<file path="config.mk">
export PLATFORM = sky130hd
export DESIGN_NAME = wsh_cordic_cell
export DESIGN_NICKNAME = d
export VERILOG_FILES = /design/src/rtl/wsh_pkg.sv /design/src/rtl/wsh_cordic_cell.sv
export SDC_FILE = /design/constraint.sdc
export NUM_CORES = 1
export LEC_CHECK = 0
export BUFFER_PORTS_ARGS = -buffer_cell sky130_fd_sc_hd__buf_2
export CAP_MARGIN = 20
export CORE_ASPECT_RATIO = 1.5
export CORE_UTILIZATION = 45
export DETAILED_ROUTE_END_ITERATION = 10
export GPL_TIMING_DRIVEN = 0
export HOLD_SLACK_MARGIN = 0.06
export PLACE_DENSITY = 0.76
export SLEW_MARGIN = 20
export SYNTH_ARGS = -nofsm -noshare
export SYNTH_HDL_FRONTEND = slang
export SYNTH_SLANG_ARGS = --single-unit
</file>
<file path="constraint.sdc">
create_clock -name i_clk -period 3.22 [get_ports i_clk]
set_clock_uncertainty 0.2 [all_clocks]
set_input_delay 0.322 -clock i_clk [delete_from_list [all_inputs] [get_ports i_clk]]
set_output_delay 0.322 -clock i_clk [all_outputs]
set_load 0.1 [all_outputs]
</file>
<file path="src/rtl/wsh_pkg.sv">
// shared constants and tables of the highpass tap generator
package wsh_pkg;

    localparam int MAX_TAPS   = 256;
    localparam int NT_W       = 9;
    localparam int FC_W       = 17;
    localparam int FS_W       = 18;
    localparam int IDX_W      = 8;
    localparam int COEF_W     = 16;
    localparam int CFG_IDX_W  = 2;
    localparam int CFG_W      = 18;

    localparam logic [CFG_IDX_W-1:0] CFG_NUM_TAPS    = 2'd0;
    localparam logic [CFG_IDX_W-1:0] CFG_CUTOFF      = 2'd1;
    localparam logic [CFG_IDX_W-1:0] CFG_SAMPLE_RATE = 2'd2;

    localparam logic [NT_W-1:0] RST_NUM_TAPS    = 9'd31;
    localparam logic [FC_W-1:0] RST_CUTOFF      = 17'd1000;
    localparam logic [FS_W-1:0] RST_SAMPLE_RATE = 18'd8000;

    localparam int TURN_BITS     = 24;
    localparam int CORDIC_STAGES = 16;
    localparam int XY_W          = 33;
    localparam int Z_W           = 26;

    localparam logic signed [XY_W-1:0] CORDIC_X0 = 33'sd652032874;
    localparam int PI_Q29 = 1686629713;
    localparam int WIN_A  = 450971566;
    localparam int WIN_C  = 85899346;

    // arctangent of 2^-i in 2^-24 turns
    function automatic logic signed [Z_W-1:0] atan_turns(input int idx);
        logic signed [Z_W-1:0] v;
        unique case (idx)
            0:       v = 26'sd2097152;
            1:       v = 26'sd1238021;
            2:       v = 26'sd654136;
            3:       v = 26'sd332050;
            4:       v = 26'sd166669;
            5:       v = 26'sd83416;
            6:       v = 26'sd41718;
            7:       v = 26'sd20860;
            8:       v = 26'sd10430;
            9:       v = 26'sd5215;
            10:      v = 26'sd2608;
            11:      v = 26'sd1304;
            12:      v = 26'sd652;
            13:      v = 26'sd326;
            14:      v = 26'sd163;
            15:      v = 26'sd81;
            default: v = '0;
        endcase
        return v;
    endfunction

endpackage

</file>
<file path="src/rtl/wsh_cordic_cell.sv">
// one rotation step of the sine/cosine cordic
module wsh_cordic_cell #(
    parameter int STAGE = 0
) (
    input  logic                               i_clk,
    input  logic                               i_en,
    input  logic signed [wsh_pkg::XY_W-1:0]    i_x,
    input  logic signed [wsh_pkg::XY_W-1:0]    i_y,
    input  logic signed [wsh_pkg::Z_W-1:0]     i_z,
    input  logic [1:0]                         i_quad,
    output logic signed [wsh_pkg::XY_W-1:0]    o_x,
    output logic signed [wsh_pkg::XY_W-1:0]    o_y,
    output logic signed [wsh_pkg::Z_W-1:0]     o_z,
    output logic [1:0]                         o_quad
);

    localparam logic signed [wsh_pkg::Z_W-1:0] ATAN = wsh_pkg::atan_turns(STAGE);

    logic signed [wsh_pkg::XY_W-1:0] w_dx;
    logic signed [wsh_pkg::XY_W-1:0] w_dy;
    logic signed [wsh_pkg::XY_W-1:0] r_x;
    logic signed [wsh_pkg::XY_W-1:0] r_y;
    logic signed [wsh_pkg::Z_W-1:0]  r_z;
    logic [1:0]                      r_quad;

    assign w_dx = i_y >>> STAGE;
    assign w_dy = i_x >>> STAGE;

    always_ff @(posedge i_clk) begin
        if (i_en) begin
            if (!i_z[wsh_pkg::Z_W-1]) begin
                r_x <= i_x - w_dx;
                r_y <= i_y + w_dy;
                r_z <= i_z - ATAN;
            end else begin
                r_x <= i_x + w_dx;
                r_y <= i_y - w_dy;
                r_z <= i_z + ATAN;
            end
            r_quad <= i_quad;
        end
    end

    assign o_x    = r_x;
    assign o_y    = r_y;
    assign o_z    = r_z;
    assign o_quad = r_quad;

endmodule

</file>
### Yosys cells after proc, flatten, opt, wreduce, memory -nomap -nowiden

Index checks and enable logic that the tools add are counted.

* input port bits: 96
* word-level logic and storage cells: 12
* flip-flop bits (word level): 94

* add/sub/neg operators: 5
* multiplexer cells: 3

Operators by type and width (number)
* 33-bit two-way mux: 2
* 33-bit subtractor: 2
* 33-bit adder: 1
* 26-bit by 23-bit adder with 26-bit output, second input constant: 1
* 26-bit two-way mux: 1
* 26-bit by 23-bit subtractor with 26-bit output, second input constant: 1

### Logic depth before layout (Yosys ltp)

Gate-level depths: netlist (run 1).

* word-level depth: 2
* gate-level depth with buffers: 12
* gate-level depth less buffers: 11

### Worst setup path after synthesis (run 1)

Ideal clock, no wire load.

* path kind: input to register
* start: input i_x[0] (netlist name)
* end: register r_x, in the netlist o_x[32] (data pin)
* slack: 0.344 ns
* stages on the path: 10
* data required time: 2.754 ns
* buffers on the path: 0
* data arrival time: 2.410 ns
* cells stage by stage: ha_1 > fa_1 > nor2b_1 > o211ai_2 > a31oi_1 > o22a_1 > a221o_1 > a31o_1 > a221oi_2 > xor2_1

* longest elaborated chain between the ends: 2

RTL lines
* start: declaration: line wsh_cordic_cell.sv:7 `input logic signed [wsh_pkg::XY_W-1:0] i_x,`
* 33-bit subtractor or 33-bit adder (tied branches): line wsh_cordic_cell.sv:32, wsh_cordic_cell.sv:36
* 33-bit two-way mux *: line wsh_cordic_cell.sv:31 `if (!i_z[wsh_pkg::Z_W-1]) begin`
* end signal: assignment: line wsh_cordic_cell.sv:32 `r_x <= i_x - w_dx;`
* end signal: assignment: line wsh_cordic_cell.sv:36 `r_x <= i_x + w_dx;`
* end: declaration: line wsh_cordic_cell.sv:21 `logic signed [wsh_pkg::XY_W-1:0] r_x;`

Mark *: on every way between the ends. The rest lies on a longest branch, timed or not.
A chain may end at the register's enable or synchronous reset.

### Final worst setup path (run 1)

Ends and elaborated chain as after synthesis.

==> results of run 1 <==
## layer usage
metal | track usage, % | part of all wire, % | vias up
met5 | 0 | 0 | -
met4 | 20.2 | 6.5 | 0
met3 | 3.66 | 4.9 | 114
met2 | 57.4 | 53 | 387
met1 | 30.6 | 36 | 3988
li1 | - | - | 4001
## metrics by stage
| stage | total power [mW] | cells | hold slack [ps] | setup TNS, ps | setup WS [ps] |
|---|---|---|---|---|---|
| after CTS | 5.47 | 1465 | 148 | 0 | 17.9 |
| after global placement | 4.42 | 1424 | 298 | -13260 | -637 |
| after detailed placement | 4.43 | 1425 | 301 | -13590 | -670 |
| after global routing | 5.69 | 1466 | 163 | -6.05 | -6.05 |
| after floorplan | 3.82 | 983 | 221 | 0 | 344 |
| final | 5.50 | 1466 | 151 | 0 | 53.7 |
## power by group through the flow
stage                     logic (mW)  registers [mW]  clock network [mW]
after detailed placement        2.80            1.63                   0
final                           2.89            1.60                1.01
after CTS                       2.84            1.61                1.02
after global routing            3.02            1.62                1.05
after floorplan                0.909            2.92                   0
after global placement          2.79            1.63                   0
## timing repair
action	CTS	global route
hold buffers	24	0
buffers inserted	0	1
endpoints found under the setup margin	22	16
pin swaps	0	3
endpoints found under the hold margin	24	0
gates resized for setup	9	17
## layout make-up
cell class	instances	area (sq um)	area share, %
well taps	252	315	2.98
clock buffers	10	229	2.16
multi-input cells	742	5390	51.0
inverters	101	379	3.58
flip-flops and latches	93	2790	26.4
clock inverters	6	42.5	0.402
plain buffers	47	213	2.01
repair buffers	215	1220	11.5
## worst max-delay path: stages
cell,delay [ps]
buf_2,120
ha_1,220
fa_1,420
nor2b_1,180
o211ai_2,270
a31oi_4,170
o22a_2,270
a221o_2,470
a31o_1,250
a221oi_2,270
xor2_1,100
## how the worst max path moves through the flow
stage	endpoint	slack, ps	start	depth (start not counted)
2_1_floorplan	o_x[32]	340	i_x[0]	10
3_3_place_gp	o_x[27]	-640	i_x[4]	12
3_5_place_dp	o_x[27]	-670	i_x[4]	12
4_1_cts	o_x[30]	20	i_x[11]	12
5_1_grt	o_x[29]	-6	i_x[14]	11
6_report	o_x[32]	50	i_x[0]	11
## registers in the layout (all words and copies together), names as in the netlist
register  flops
o_quad        2
o_x          33
o_z          26
o_y          32
## cells in the final DEF (no fill, tap or decap), types with 5 or more instances in the layout
cell,netlist,final
a211oi_1,13,11
a211oi_2,4,5
a21o_1,14,14
a21oi_1,112,111
buf_1,7,7
buf_2,14,202
clkbuf_1,23,24
clkbuf_16,0,9
clkinv_1,4,5
dlygate4sd3_1,0,24
edfxtp_1,93,93
ha_1,99,99
inv_1,94,94
mux2i_1,10,10
nand2_1,51,51
nand2b_1,11,11
nand3_1,18,18
nand4_1,11,11
nor2_1,74,73
nor2b_1,8,8
nor3_1,18,16
nor4_1,9,8
o211ai_1,13,13
o21a_1,5,5
o21ai_0,73,71
o21ai_1,5,6
o21bai_1,16,16
o221ai_1,7,5
o31ai_1,11,11
or2_2,5,5
or3_1,8,8
xnor2_1,58,58
xor2_1,7,7
## kinds of logic (layout without fill, tap and decap cells)
logic type / count (synthesis) / count (layout)
muxes: 10 / 10
buffers and inverters: 148 / 379
xor gates and xnor gates: 65 / 65
and+or+nand+nor: 233 / 233
adders and majority gates: 103 / 103
AOI/OAI and AO/OA: 331 / 331
DFF: 93 / 93
==> metrics, run 1 <==
outcome complete, no violations; Mean Syn Cell Area 8.79 sq um; clock transition at the registers of the reported paths 80 ps; clock buffer depth 2; H-tree Lvls 3; FF+latch count, synth 93; Yosys top cell area share 32.3%; sequential share of the synthesized area 32.3%; Critical Path Source Type input pin; nets 1408; peak supply drop 0.360 mV; post-layout minimum cycle time 3170 ps; DR WL/cell 20.3 microns; final core utilization 56.6%; die area 19800 sq um; Antenna diodes 0; CTS Buf Count 9; CTS tree done; Max-Cap Viols 0; Post-Syn Nets 1182; hold_sp i_z[22]; Vias/cell 5.79; antenna-violating nets left 0; post-route cell area 10600 sq um; P&R area growth vs syn 22.4%; clock sink total 93; combinational family with the most area after synthesis compound AO/OA/AOI/OAI gates; Worst Path Required 3120 ps; final setup violation count 0; gr usage total 30.3%; Reg power frac 29.2%; Syn Inst Count 983; I/O Buffers 189; Clock power frac 18.4%; cell with the most instances after synthesis a21oi_1; Max Fclk 316 MHz; complex-gate fraction of the synthesized area 24.7%; Hold Path Depth 2; Post-synth top cells 112 x a21oi_1, 99 x ha_1, 94 x inv_1, 93 x edfxtp_1, 74 x nor2_1; Remaining DRCs 0; WP data arrival 3070 ps; layout cells sized above 1 21.9%; Pwr Density 520 nW/um^2; CP Class in -> reg; largest fanout on the critical path 5; Max Slew Vio Count 0; first-pass GRT wire length 44600 microns; count of cell types in the netlist 76; drt first pass iters 5; switching share of power 50.4%; EDFF count, synth 93; largest net degree at the start of global routing 55; initial antenna violation count 0; Placer Congestion 1.02; adder-cell share of the synthesized area 15.3%; Slew HR 36.1%; Die Wd 115 microns; Area after DPL 9930 sq um; multiplexer share of the synthesized area 1.16%; ys async rst share 0%; Rows 61; Detailed Place HPWL 23600 microns; via count 8490; CTS root buffer clkbuf_16; initial core utilization 46.2%; I/O pins 190; Final Hold Vio Count 0; vias in the first global route 8356; LEAKAGE 4.58 nW; Slew @ Worst Pin 958 ps; Synth area leader edfxtp_1; Iter 0 DRT Violations 446; Mapped Area 8640 sq um; detailed-route wire length 29800 microns; fill count 1757; xor-xnor portion of the synthesized cell area 6.59%; Comb pwr share 52.4%; period utilisation layout 98.3%; P_int 2.73 mW; fraction of the mapped netlist area in simple logic gates 13.2%; Min-Delay Endpoint o_z[22]; total core area 18700 sq um; Critical Path End Type flip-flop; height of the chip 172 microns; Synthesis Warnings 0; Hold WC Path Type in -> reg; gr ovfl total 0; P_sw 2.77 mW; ys flop type edfxtp_1; synth top area cells edfxtp_1 32%, ha_1 14%, a21oi_1 6.5%
No activity file was read; power rests on OpenSTA's default activity.
==> run 2: changes to the inputs <==
--- a/config.mk
+++ b/config.mk
@@ -5,6 +5,7 @@
 export SDC_FILE = /design/constraint.sdc
 export NUM_CORES = 1
 export LEC_CHECK = 0
+export ABC_AREA = 1
 export BUFFER_PORTS_ARGS = -buffer_cell sky130_fd_sc_hd__buf_2
 export CAP_MARGIN = 20
 export CORE_ASPECT_RATIO = 1.5
@@ -12,7 +13,7 @@
 export DETAILED_ROUTE_END_ITERATION = 10
 export GPL_TIMING_DRIVEN = 0
 export HOLD_SLACK_MARGIN = 0.06
-export PLACE_DENSITY = 0.76
+export PLACE_DENSITY = 0.75
 export SLEW_MARGIN = 20
 export SYNTH_ARGS = -nofsm -noshare
 export SYNTH_HDL_FRONTEND = slang
==> run 2 against run 1 <==
  * Synthesized area up 22%
  * Synthesized cell count up 70%
  * Core utilization down 2.4 points
  * Die area up 22%
  * Sequential power down 3%
  * Global-route usage up 1.4 points
  * Combinational power up 2%
  * Sequential share of layout area down 4.0 points
  * Sequential cell count unchanged
  * Count of clock-buffer cells in the layout down 1
  * Clock power up 8%
  * Hold slack worse by 27 ps
  * Critical endpoint is now o_x[31]
  * Largest cell class unchanged
  * Largest power group unchanged
==> metrics, run 2 <==
Post-synth top cells 571 x nand2_1, 310 x inv_1, 144 x nor2_1, 137 x nand3_1, 99 x ha_1; detailed-route wire length 37700 microns; clock transition at the registers of the reported paths 80 ps; total core area 23100 sq um; Slew @ Worst Pin 872 ps; nets 2095; max reg flops 33; Worst Setup SP i_x[12]; Mean Syn Cell Area 6.33 sq um; slowest CP cell ha_1; via count 11430; P&R area growth vs syn 18.0%; post-route cell area 12500 sq um; Slew HR 41.9%; ys flop type edfxtp_1; first-pass GRT wire length 57100 microns; LEAKAGE 6.91 nW; Mapped Area 10600 sq um; height of the chip 190 microns; drt first pass iters 9; clock sink total 93; CTS root buffer clkbuf_16; FF+latch count, synth 93; Max Fclk 415 MHz; cell with the most instances after synthesis nand2_1; most common cell after layout, fill and taps aside nand2_1; Iter 0 DRT Violations 767; sequential share of the synthesized area 26.4%; Rows 68; I/O Buffers 188; CP Class in -> reg; outcome complete, no violations; critical-path cell list buf_2 -> inv_1 -> ha_1 -> buf_4 -> nor2_1 -> inv_1 -> nor2_1 -> a21oi_1 -> nand2_1 -> nand2_1 -> nand2_1 -> nand2_1 -> nand3_1 -> nand2_1; dpl ws 477 ps; post-cts resize count 0; Worst Path Required 3130 ps; final setup violation count 0; layout cells sized above 1 15.6%; count of cell types in the netlist 36; die area 24100 sq um; H-tree Lvls 3; fill count 2433; peak supply drop 0.350 mV; Max Slew Vio Count 0; largest fanout on the critical path 10; ys async rst share 0%; I/O pins 190; WP data arrival 2320 ps; gr usage total 31.7%; period utilisation layout 74.8%; Post-Syn Nets 1871; Area after DPL 11900 sq um; Die Wd 127 microns; initial antenna violation count 0; Synthesis Warnings 0; RSZ-0062 raised after global routing no; Detailed Place HPWL 31400 microns; Antenna diodes 0; Remaining DRCs 0; initial core utilization 45.9%; synth top area cells edfxtp_1 26%, nand2_1 20%, ha_1 12%; vias in the first global route 11012; most used cell, CP nand2_1; Hold WC Path Type in -> reg; DR WL/cell 17.0 microns; setup ws final 811 ps; Critical Path Max Stage Delay 300 ps; Pwr Density 448 nW/um^2; commonest cells after routing, fill and taps aside 571 x nand2_1, 310 x inv_1, 200 x buf_2, 144 x nor2_1, 137 x nand3_1; antenna-violating nets left 0; largest net degree at the start of global routing 67; Sum Neg Setup Slack 0 ps; Critical Path Source Type input pin; hold_sp i_z[22]; Placer Congestion 1.01; clock buffer depth 2; post-layout minimum cycle time 2410 ps; area occupied by multi-input gates 6300 sq um; CTS Buf Count 9; Yosys top cell area share 26.4%; Vias/cell 5.16; Sequential Area 2790 sq um; CTS tree done; EDFF count, synth 93; Max-Cap Viols 0; Syn Inst Count 1672; Synth area leader edfxtp_1; gr ovfl total 0; Critical Path End Type flip-flop; Final Hold Vio Count 0
-- run 2: per-stage QoR --
step           cells  util (%)  hold WS, ps  total power [mW]
3_5_place_dp    2176      51.8          300              4.48
4_1_cts         2216      54.2          114              5.60
5_1_grt         2216      54.2          137              5.85
2_1_floorplan   1672         -          221              3.79
3_3_place_gp    2175      51.7          299              4.45
6_report        2216      54.2          124              5.60
-- run 2: power by group --
group	switching, mW	leakage, nW	internal [mW]
combinational	2.31	5.86	0.636
clock	0.540	0.145	0.552
sequential	0.0344	0.909	1.53
-- run 2: cell type report --
cell class	count	share of cell area [%]
tap	315	3.16
sequential	93	22.4
buffer	43	2.29
clock buffer	9	1.80
clock inverter	7	0.601
inverter	320	9.64
multi-input combinational	1216	50.4
timing repair buffer	213	9.70
-- run 2: final timing paths --
path	endpoint	slack [ps]	cells after the start
setup / recovery	o_x[31]	810	14
hold / removal	o_z[22]	120	2
-- run 2: per-layer routing --
| layer | GRT usage (%) | wire length, microns | up-vias |
|---|---|---|---|
| li1 | - | - | 5631 |
| met1 | 31.6 | 13400 | 5194 |
| met2 | 59.7 | 19600 | 461 |
| met3 | 2.98 | 1700 | 144 |
| met4 | 25.3 | 3080 | 0 |
| met5 | 0 | 0 | - |
-- run 2: critical path, delay by kind of cell --
family          cells  cell delay (ps)
buf+inv             4              460
compound gates      1              120
simple gates        8             1120
fa+ha+maj           1              300
-- run 2: logic make-up (layout without fill, tap and decap cells) --
kind of cell               after synthesis  after routing  synth area share [%]
adders and majority gates              103            103                  12.5
DFF                                     93             93                  26.4
buffers and inverters                  363            592                  14.1
xor gates and xnor gates                26             26                  2.15
AOI/OAI and AO/OA                      171            171                  8.89
and+or+nand+nor                        916            916                  36.0
-- run 2: timing repair --
item / in CTS / in global routing
buffers inserted: 0 / 0
hold buffers: 24 / 0
setup endpoints to repair: 0 / 0
endpoints found under the hold margin: 24 / 0
