$ cat src/rtl/wsh_div_cell.sv
// one restoring division step: shifts in a dividend bit and produces one quotient bit
module wsh_div_cell #(
    parameter int DW = 18,
    parameter int NW = 49,
    parameter int QW = 49
) (
    input  logic          i_clk,
    input  logic          i_en,
    input  logic [DW-1:0] i_div,
    input  logic [DW-1:0] i_rem,
    input  logic [NW-1:0] i_num,
    input  logic [QW-1:0] i_quo,
    output logic [DW-1:0] o_div,
    output logic [DW-1:0] o_rem,
    output logic [NW-1:0] o_num,
    output logic [QW-1:0] o_quo
);

    logic [DW:0]   w_trial;
    logic [DW:0]   w_diff;
    logic          w_ge;
    logic [DW-1:0] r_div;
    logic [DW-1:0] r_rem;
    logic [NW-1:0] r_num;
    logic [QW-1:0] r_quo;

    assign w_trial = {i_rem, i_num[NW-1]};
    assign w_diff  = w_trial - {1'b0, i_div};
    assign w_ge    = w_trial >= {1'b0, i_div};

    always_ff @(posedge i_clk) begin
        if (i_en) begin
            r_div <= i_div;
            r_rem <= w_ge ? w_diff[DW-1:0] : w_trial[DW-1:0];
            r_num <= i_num << 1;
            r_quo <= {i_quo[QW-2:0], w_ge};
        end
    end

    assign o_div = r_div;
    assign o_rem = r_rem;
    assign o_num = r_num;
    assign o_quo = r_quo;

endmodule

$ cat config.mk
export PLATFORM = sky130hd
export DESIGN_NAME = wsh_div_cell
export DESIGN_NICKNAME = d
export VERILOG_FILES = /design/src/rtl/wsh_div_cell.sv
export SDC_FILE = /design/constraint.sdc
export NUM_CORES = 1
export LEC_CHECK = 0
export BUFFER_PORTS_ARGS = -buffer_cell sky130_fd_sc_hd__clkbuf_2
export CAP_MARGIN = 20
export CELL_PAD_IN_SITES_DETAIL_PLACEMENT = 0
export CELL_PAD_IN_SITES_GLOBAL_PLACEMENT = 1
export CORE_MARGIN = 8
export CORE_UTILIZATION = 39
export CTS_CLUSTER_SIZE = 8
export DETAILED_ROUTE_END_ITERATION = 8
export PLACE_DENSITY_LB_ADDON = 0.1
export SLEW_MARGIN = 20
export SYNTH_ARGS = -nofsm -noshare
export SYNTH_HDL_FRONTEND = slang
export SYNTH_SLANG_ARGS = --single-unit
$ cat constraint.sdc
create_clock -name i_clk -period 5.7 [get_ports i_clk]
set_clock_uncertainty 0.05 [all_clocks]
set_input_delay 0.285 -clock i_clk [delete_from_list [all_inputs] [get_ports i_clk]]
set_output_delay 0.285 -clock i_clk [all_outputs]
set_load 0.02 [all_outputs]
Yosys cells after proc, flatten, opt, wreduce, memory -nomap -nowiden
Cells that the tools add are included.
{"block": "totals", "ff_bits": 133, "out_inout_bits": 134, "elab_cells": 7}
{"block": "classes", "add_sub_neg": 1, "order_cmp": 1, "n_mux": 1}
{"operator": "$ge 19x18->1", "count": 1}
{"operator": "$mux 18", "count": 1}
{"operator": "$sub 18x18->18", "count": 1}

Depth between registers and ports, before layout
Gate-level depths: netlist of the first run.
{"block": "logic_depth", "word_depth": 2, "ltp_mapped": 11, "mapped_depth_nobuf": 10}

Worst setup path before layout of the first run
OpenSTA, ideal clock, no wires.
{"block": "synth_path", "kind": "input port to flip-flop", "start": "input i_div[4]", "end": "register r_rem[10], in the netlist o_rem[10], data pin", "setup_time_ns": 0.260, "arrival_time_ns": 2.276, "t_required_ns": 5.390, "slack_ns": 3.114, "cell_stages": 10, "path_buffers": 2, "path_cell_list": "inv_1 ha_1 a21o_1 a31oi_1 a211oi_2 nor3_2 o211a_1 buf_6 buf_12 mux2_4"}
{"block": "synth_between", "elab_chain_len": 2, "word_cells_on_any_way": 3, "classes_between": "1 x add/sub; 1 x order compare; 1 x mux"}
{"element": "start, declared", "line": "9", "rtl": "input logic [DW-1:0] i_div,"}
{"element": "$sub 18x18->18 or $ge 19x18->1 (tied branches)", "line": "28, 29"}
{"element": "$mux 18 *", "line": "34", "rtl": "r_rem <= w_ge ? w_diff[DW-1:0] : w_trial[DW-1:0];"}
{"element": "end signal, assigned", "line": "34"}
{"element": "end, declared", "line": "23", "rtl": "logic [DW-1:0] r_rem;"}
Mark *: on every way between the ends. The rest lies on a longest branch, timed or not.
A chain may end at the register's enable or synchronous reset.

Final worst setup path of the first run
{"block": "layout_path", "start": "input i_div[1]", "end": "register r_rem[9], in the netlist o_rem[9], data pin"}
Same word-level chain as after synthesis.

==> metrics, run 1 <==
status=finished, final reports clean; vias=4139; Yosys reg bits=133; RSZ-0062 raised after global routing=no; CP max FO=19; crit start category=input port; Post-synth EDFFs=133; CTS Root Cell=clkbuf_16; CP endpoint kind=flop; DR DRC count=0; setup bufs post-CTS=0; top cells by count, synth=edfxtp_1 (133), inv_1 (23), ha_1 (18); Routed WL per cell=18.42 um; initial cell density of the core=0.3927; drt total wl=16400 um; P_leak=0.003772 uW; Flop pwr share=0.440; final antenna-violating net count=0; synth unique cells=51; Placed Cells incl. Taps=757; Fillers=1056; worst slew pin tran=961.8 ps; Die X-Extent=133.3 um; Crit Path Class=in2reg; Post-CTS Hold Buffers=101; count leader, synth=edfxtp_1; worst hold endpoint=o_div[4]; detailed placer's ending HPWL=11930 um; Layout area overhead=57.50%; WHS Path Cells=1; crit-path leading delay family=compound AO/OA/AOI/OAI gates; Post-Syn Area=5366 sq um; final hold vios=0; crit path cell chain=dlygate4sd3_1 > clkbuf_2 > inv_1 > ha_1 > nor2b_1 > o2111ai_1 > a211oi_2 > nor3_2 > o211a_1 > mux2_2; hold_ws=18.40 ps; Finished Layout Cells=890; Post-CTS Resized=0; clock-pin transition on the worst setup and hold timing paths=60 ps; Top FF cell, synth=edfxtp_1; data required time of the critical path=5810 ps; FFs w/ async S/R, synth=0; H-tree depth=4; die area=17770 sq um; CP max stage delay=830 ps; sequential share of the synthesized area=0.7442; Switch Pwr=710.7 uW; Switching Share=0.2595; Core Footprint=13670 sq um; Placement Rows=43; pin count of the biggest net entering global routing=77; Inserted Clock Buffers=17; grt total ovfl=0; CTS Buffer Depth=2; largest area contributor in the netlist=edfxtp_1; I/O pin cnt=270; PwrDens=324.1 nW/um^2; crit path DAT=3560 ps; wire length of the first global-routing pass=25270 um; Syn Inst Count=316; Setup TNS=0 ps; Slew headroom=0.3588; Internal Pwr Total=2028 uW; Worst IR Drop VDD=0.0001734 V; DR pass1 iterations=4; Synth top area share=0.7442; clock sink count=133; GRT Total Usage=0.1844; gpl congestion=0.7850; syn avg cell area=16.98 sq um; Area contributors post-synth=edfxtp_1 (74%), ha_1 (4.2%), mux2_2 (2.1%); clock power share=0.380; max-cap viol count=0; synth warn=0; crit path time final=3452 ps; diodes inserted=0; CP max-delay cell=o211a_1; Worst Hold Launch=i_div[4]; vias in the first global route=4435; endpoints failing setup=0; Hold Path Class=in2reg; IO buf count=267; # nets final=853; number of max-slew violations in the final report=0; initial antenna violation count=0; post-DR vias/cell=4.651; layout cells sized above 1=0.4549; fin crit share=0.6056; pre-CTS setup slack=2265 ps; CTS tree=yes; f_max=289.7 MHz; PnR worst setup slack=2248 ps; Comb power frac=0.181; Buf+Inv Stages, Crit Path=3; Die Y=133.3 um; 1st-iter DRT viols=262; syn nets=471
[per-stage QoR]
step	utilization	instance area, sq um	total power [uW]
after floorplan	-	5366	1480
after global placement	0.5027	6869	1656
after detailed placement	0.5027	6869	1663
after CTS	0.6177	8442	2766
after global routing	0.6185	8452	2855
final	0.6185	8452	2739
[layout by cell type (no fill, tap or decap), drive strengths merged, types with 4 or more instances in the layout]
cell type | Yosys | layout
a211oi | 4 | 4
ha | 18 | 18
nor3 | 5 | 5
xnor2 | 7 | 7
inv | 23 | 25
a21o | 6 | 6
dlygate4sd3 | 0 | 102
clkbuf | 1 | 284
nor2 | 14 | 14
clkinv | 0 | 6
nand3 | 6 | 6
nand2 | 16 | 16
mux2 | 16 | 16
a21oi | 9 | 9
a31oi | 4 | 4
edfxtp | 133 | 133
o21ai | 7 | 7
[final cells by class]
class	count	area, sq um	share of cell area
Timing Repair Buffer	370	2371	0.2805
Tap cell	180	225.2	0.02665
Clock inverter	13	132.6	0.01569
Multi-Input combinational cell	153	1214	0.1436
Sequential cell	133	3994	0.4725
Inverter	23	86.33	0.01021
Clock buffer	18	429.2	0.05078
[sequential cells by signal (all words and copies together) (netlist names)]
signal and cells:
o_div 18, o_num 48, o_quo 49, o_rem 18
[routing by layer]
| metal | part of all wire | track usage |
|---|---|---|
| met4 | 0.013 | 0.05677 |
| met2 | 0.52 | 0.3172 |
| met3 | 0.084 | 0.07492 |
| met5 | 0 | 0 |
| met1 | 0.39 | 0.2041 |
[power groups by stage]
| stage | sequential, uW | combinational, uW | clock, uW |
|---|---|---|---|
| 2_1_floorplan | 1340 | 142 | 0 |
| 3_3_place_gp | 1220 | 436 | 0 |
| 3_5_place_dp | 1220 | 439 | 0 |
| 4_1_cts | 1200 | 499 | 1060 |
| 5_1_grt | 1210 | 534 | 1110 |
| 6_report | 1200 | 495 | 1040 |
[worst max path at each step]
stage	cells after the start	slack (ps)	startpoint	endpoint
after global routing	10	2040	i_div[1]	o_rem[9]
after global placement	9	2270	i_div[4]	o_rem[2]
after floorplan	10	3110	i_div[4]	o_rem[10]
after CTS	10	2190	i_div[1]	o_rem[9]
after detailed placement	9	2270	i_div[4]	o_rem[5]
final	10	2250	i_div[1]	o_rem[9]
[cells by family (layout without fill, tap and decap cells)]
family	Yosys count	after routing	share of synthesized area
AO/OA/AOI/OAI	48	48	0.06575
flip-flops	133	133	0.7442
XOR/XNOR	10	10	0.01632
AND/OR/NAND/NOR	56	56	0.05433
buffers and inverters	30	424	0.02961
adder cells (fa/ha/maj)	19	19	0.04570
multiplexers	19	19	0.04337
other	1	1	0.0006988
Power figures use the tool's default switching activity.
==> inputs of run 2 (changes only) <==
Settings changed: CORE_UTILIZATION 39 to 32.
Clock period 5.7 ns to 3 ns, I/O delays scaled along.
==> run 2 against run 1 <==
  * Worst setup slack got worse by 2100 ps
  * Die area grew 19%
  * Non-clock buffer count increased by 27
  * Combinational power rose by 99%
  * First-iteration DRC count down 6.1%
  * Critical path depth unchanged
  * Sequential share of layout area decreased by 2.0 points
  * Sequential power rose by 90%
  * Critical path type unchanged
==> metrics, run 2 (synthesis results as in run 1) <==
detailed placer's ending HPWL=12680 um; DR pass1 iterations=4; Worst Setup SP=i_div[11]; clock power share=0.392; Comb power frac=0.183; Switching Share=0.2585; Slew headroom=0.5321; f_max=352.8 MHz; crit path DAT=2940 ps; CTS Root Cell=clkbuf_16; setup bufs post-CTS=0; Die X-Extent=145.5 um; Switch Pwr=1390 uW; Inserted Clock Buffers=17; pre-CTS setup slack=256.0 ps; CP max FO=8; RSZ-0062 raised after global routing=no; number of max-slew violations in the final report=0; most frequent cells in the layout=clkbuf_2 (266), edfxtp_1 (133), dlygate4sd3_1 (123); clock-pin transition on the worst setup and hold timing paths=60 ps; CP endpoint kind=flop; placed cell area=6977 sq um; H-tree depth=4; I/O pin cnt=270; diodes inserted=0; status=finished, final reports clean; initial antenna violation count=0; Die Y=145.5 um; vias in the first global route=4583; Worst IR Drop VDD=0.0003772 V; # nets final=880; gpl congestion=0.7912; Setup TNS=0 ps; CTS Buffer Depth=2; 1st-iter DRT viols=246; final antenna-violating net count=0; Core Footprint=16470 sq um; data required time of the critical path=3110 ps; fin area=8821 sq um; max FFs per register=49; P_leak=0.003916 uW; PnR worst setup slack=165.5 ps; crit start category=input port; vias=4182; clock sink count=133; Routed WL per cell=17.71 um; crit path time final=2835 ps; worst slew pin tran=701.9 ps; Worst Hold Launch=i_rem[10]; initial cell density of the core=0.3259; Hold Path Class=in2reg; CTS tree=yes; IO buf count=267; Internal Pwr Total=3987 uW; Crit Path Class=in2reg; wire length of the first global-routing pass=26320 um; final hold vios=0; Layout area overhead=64.37%; post-DR vias/cell=4.365; die area=21170 sq um; endpoints failing setup=0; GRT Total Usage=0.1599; layout cells sized above 1=0.4485; fin crit share=0.9448; grt total ovfl=0; drt total wl=16970 um; PwrDens=609.5 nW/um^2; pin count of the biggest net entering global routing=74; commonest non-fill, non-tap cell in the layout=clkbuf_2; Placement Rows=47; DR DRC count=0; max-cap viol count=0; Flop pwr share=0.425
## run 2: final cells by class
class	count	area [sq um]
clock buffers	18	429.2
clock inverters	14	172.7
fillers	1443	7645
inverters	23	86.33
multi-input cells	153	1225
flip-flops and latches	133	3994
well taps	220	275.3
repair buffers	397	2639
## run 2: path summary, 6_finish.rpt
kind                         to  slack [ps]  cells past startpoint
worst max-delay path  o_rem[11]         170                     10
worst min-delay path  o_rem[11]          20                      2
## run 2: critical path, stage by stage
cell           delay [ps]
dlygate4sd3_1         530
clkbuf_2              110
inv_1                  40
ha_1                  430
and4_1                420
nand4_4               150
o41a_1                450
o211a_1               150
buf_4                 200
mux2_4                300
## run 2: through the flow
stage | hold WS, ps | util | instances | power, uW
finish | 23.37 | 0.5357 | 958 | 5377
global route | 1.109 | 0.5357 | 958 | 5620
CTS | 1.868 | 0.5344 | 957 | 5456
detailed placement | 278.7 | 0.4237 | 803 | 3178
global placement | 276.5 | 0.4237 | 803 | 3171
floorplan | 198.9 | - | 316 | 2812
## run 2: routing by layer
| metal | share of wire | routed length, um | vias up | global-route usage |
|---|---|---|---|---|
| li1 | - | - | 2037 | - |
| met1 | 0.40 | 6837 | 1963 | 0.1729 |
| met2 | 0.51 | 8629 | 164 | 0.2846 |
| met3 | 0.073 | 1242 | 18 | 0.06157 |
| met4 | 0.015 | 259 | 0 | 0.04737 |
| met5 | 0 | 0 | - | 0 |
## run 2: timing repair
item                                    in CTS  in global routing
hold buffers                               122                  1
hold endpoints to repair                   122                  1
endpoints found under the setup margin       0                  1
resized for setup                            0                  1
## run 2: power groups by stage
stage / sequential [uW] / combinational (uW) / clock [uW]
CTS: 2290 / 994 / 2180
floorplan: 2540 / 270 / 0
finish: 2280 / 983 / 2110
global placement: 2320 / 852 / 0
global route: 2300 / 1060 / 2260
detailed placement: 2320 / 855 / 0
==> inputs of run 3 (changes only) <==
Settings changed: GPL_TIMING_DRIVEN from default to 0.
==> run 3 against run 2 <==
  * Hold slack better by 3.5 ps
  * Wire length up 1.6%
  * Core utilization is 0.71 points higher
  * Worst setup slack better by 16 ps
  * First-iteration DRC count fell by 12%
  * Critical path type unchanged
==> metrics, run 3 (synthesis results as in run 1) <==
RSZ-0062 raised after global routing=no; Core Footprint=16470 sq um; Inserted Clock Buffers=17; Finished Layout Cells=965; setup bufs post-CTS=0; vias=4266; Switching Share=0.2658; Worst Hold Launch=i_rem[5]; GRT Total Usage=0.1623; f_max=354.8 MHz; final core occ=0.5429; final hold vios=0; CTS Root Cell=clkbuf_16; placed cell area=7014 sq um; crit path time final=2818 ps; Flop pwr share=0.418; P_leak=0.003958 uW; crit path cell chain=dlygate4sd3_1 > clkbuf_2 > ha_1 > inv_1 > fa_1 > a21o_1 > a221oi_4 > o21ai_1 > a311oi_1 > xnor2_1 > mux2_4; detailed placer's ending HPWL=12640 um; Worst IR Drop VDD=0.0003764 V; I/O pin cnt=270; WHS Path Cells=2; CP max FO=4; clock power share=0.398; DR pass1 iterations=6; crit path DAT=2930 ps; Comb power frac=0.183; fin area=8939 sq um; Tot Pwr=5457 uW; Switch Pwr=1451 uW; die area=21170 sq um; H-tree depth=4; gpl congestion=0.7873; Hold Path Class=in2reg; clock-pin transition on the worst setup and hold timing paths=60 ps; IO buf count=267; initial cell density of the core=0.3259; Crit Path Class=in2reg; clock sink count=133; Placed Cells incl. Taps=804; Die Y=145.5 um; grt total ovfl=0; worst hold endpoint=o_rem[6]; CP max stage delay=540 ps; number of max-slew violations in the final report=0; Layout area overhead=66.57%; Die X-Extent=145.5 um; fin crit share=0.9394; initial antenna violation count=1; commonest non-fill, non-tap cell in the layout=clkbuf_2; status=finished, final reports clean; endpoints failing setup=0; Internal Pwr Total=4006 uW; Routed WL per cell=17.87 um; drt total wl=17250 um; data required time of the critical path=3120 ps; post-DR vias/cell=4.421; most frequent cells in the layout=clkbuf_2 (266), edfxtp_1 (133), dlygate4sd3_1 (128); CP endpoint kind=flop; DR DRC count=0; PwrDens=610.5 nW/um^2; max FFs per register=49; # nets final=886; pin count of the biggest net entering global routing=86; vias in the first global route=4517; crit start category=input port; CTS Buffer Depth=2; 1st-iter DRT viols=216; max-cap viol count=0; CTS tree=yes; CP max-delay cell=dlygate4sd3_1; final antenna-violating net count=0; Placement Rows=47; wire length of the first global-routing pass=26590 um; layout cells sized above 1=0.4489
run 3: cell types whose count changed in the layout (fill, tap and decap cells not counted), sizes merged:
| cell | before | now |
|---|---|---|
| diode | 0 | 1 |
| inv | 28 | 29 |
| buf | 8 | 7 |
| clkbuf | 284 | 285 |
| dlygate4sd3 | 123 | 128 |
run 3: how the worst max path moves through the flow:
stage	from	end
after floorplan	i_div[4]	o_rem[10]
after global placement	i_en	o_quo[33]
after detailed placement	i_div[4]	o_rem[12]
after CTS	i_div[1]	o_rem[10]
after global routing	i_div[1]	o_rem[15]
final	i_div[0]	o_rem[12]
run 3: what timing repair did:
action / 4_1_cts / 5_1_grt
endpoints found under the hold margin: 128 / 0
hold buffers: 128 / 0
endpoints found under the setup margin: 0 / 15
resized for setup: 0 / 3
run 3: routing by layer:
metal | vias up | track usage | wire length (um)
met1 | 2026 | 0.1792 | 7003
met3 | 19 | 0.05504 | 1206
li1 | 2041 | - | -
met2 | 180 | 0.2843 | 8776
met5 | - | 0 | 0
met4 | 0 | 0.06039 | 260
run 3: stage by stage:
| step | setup slack [ps] | setup TNS (ps) | hold slack (ps) |
|---|---|---|---|
| final | 181.8 | 0 | 26.82 |
| after global routing | 10.42 | 0 | 13.67 |
| after CTS | 1.916 | 0 | 1.666 |
| after detailed placement | 50.70 | 0 | 278.7 |
| after global placement | -51.71 | -5226 | 277.3 |
| after floorplan | 548.8 | 0 | 198.9 |
run 3: area by class of cell:
class | instances | area (sq um)
Buffer | 7 | 72.57
Clock inverter | 15 | 191.4
Antenna cell | 1 | 2.502
Fill cell | 1406 | 7527
Timing Repair Buffer | 396 | 2654
Inverter | 23 | 86.33
Sequential cell | 133 | 3994
Multi-Input combinational cell | 153 | 1237
Clock buffer | 17 | 425.4
Tap cell | 220 | 275.3
run 3: critical path, delay by kind of cell:
| kind | cells | cell delay, ps |
|---|---|---|
| AO/OA/AOI/OAI | 4 | 1150 |
| XOR/XNOR | 1 | 100 |
| adder cells (fa/ha/maj) | 2 | 550 |
| buffers and inverters | 3 | 710 |
| multiplexers | 1 | 270 |
run 3: power groups by stage:
| stage | combinational (uW) | clock (uW) | sequential, uW |
|---|---|---|---|
| 6_report | 1000 | 2170 | 2280 |
| 5_1_grt | 1080 | 2300 | 2300 |
| 4_1_cts | 1010 | 2220 | 2280 |
| 3_5_place_dp | 860 | 0 | 2320 |
| 3_3_place_gp | 852 | 0 | 2330 |
| 2_1_floorplan | 270 | 0 | 2540 |
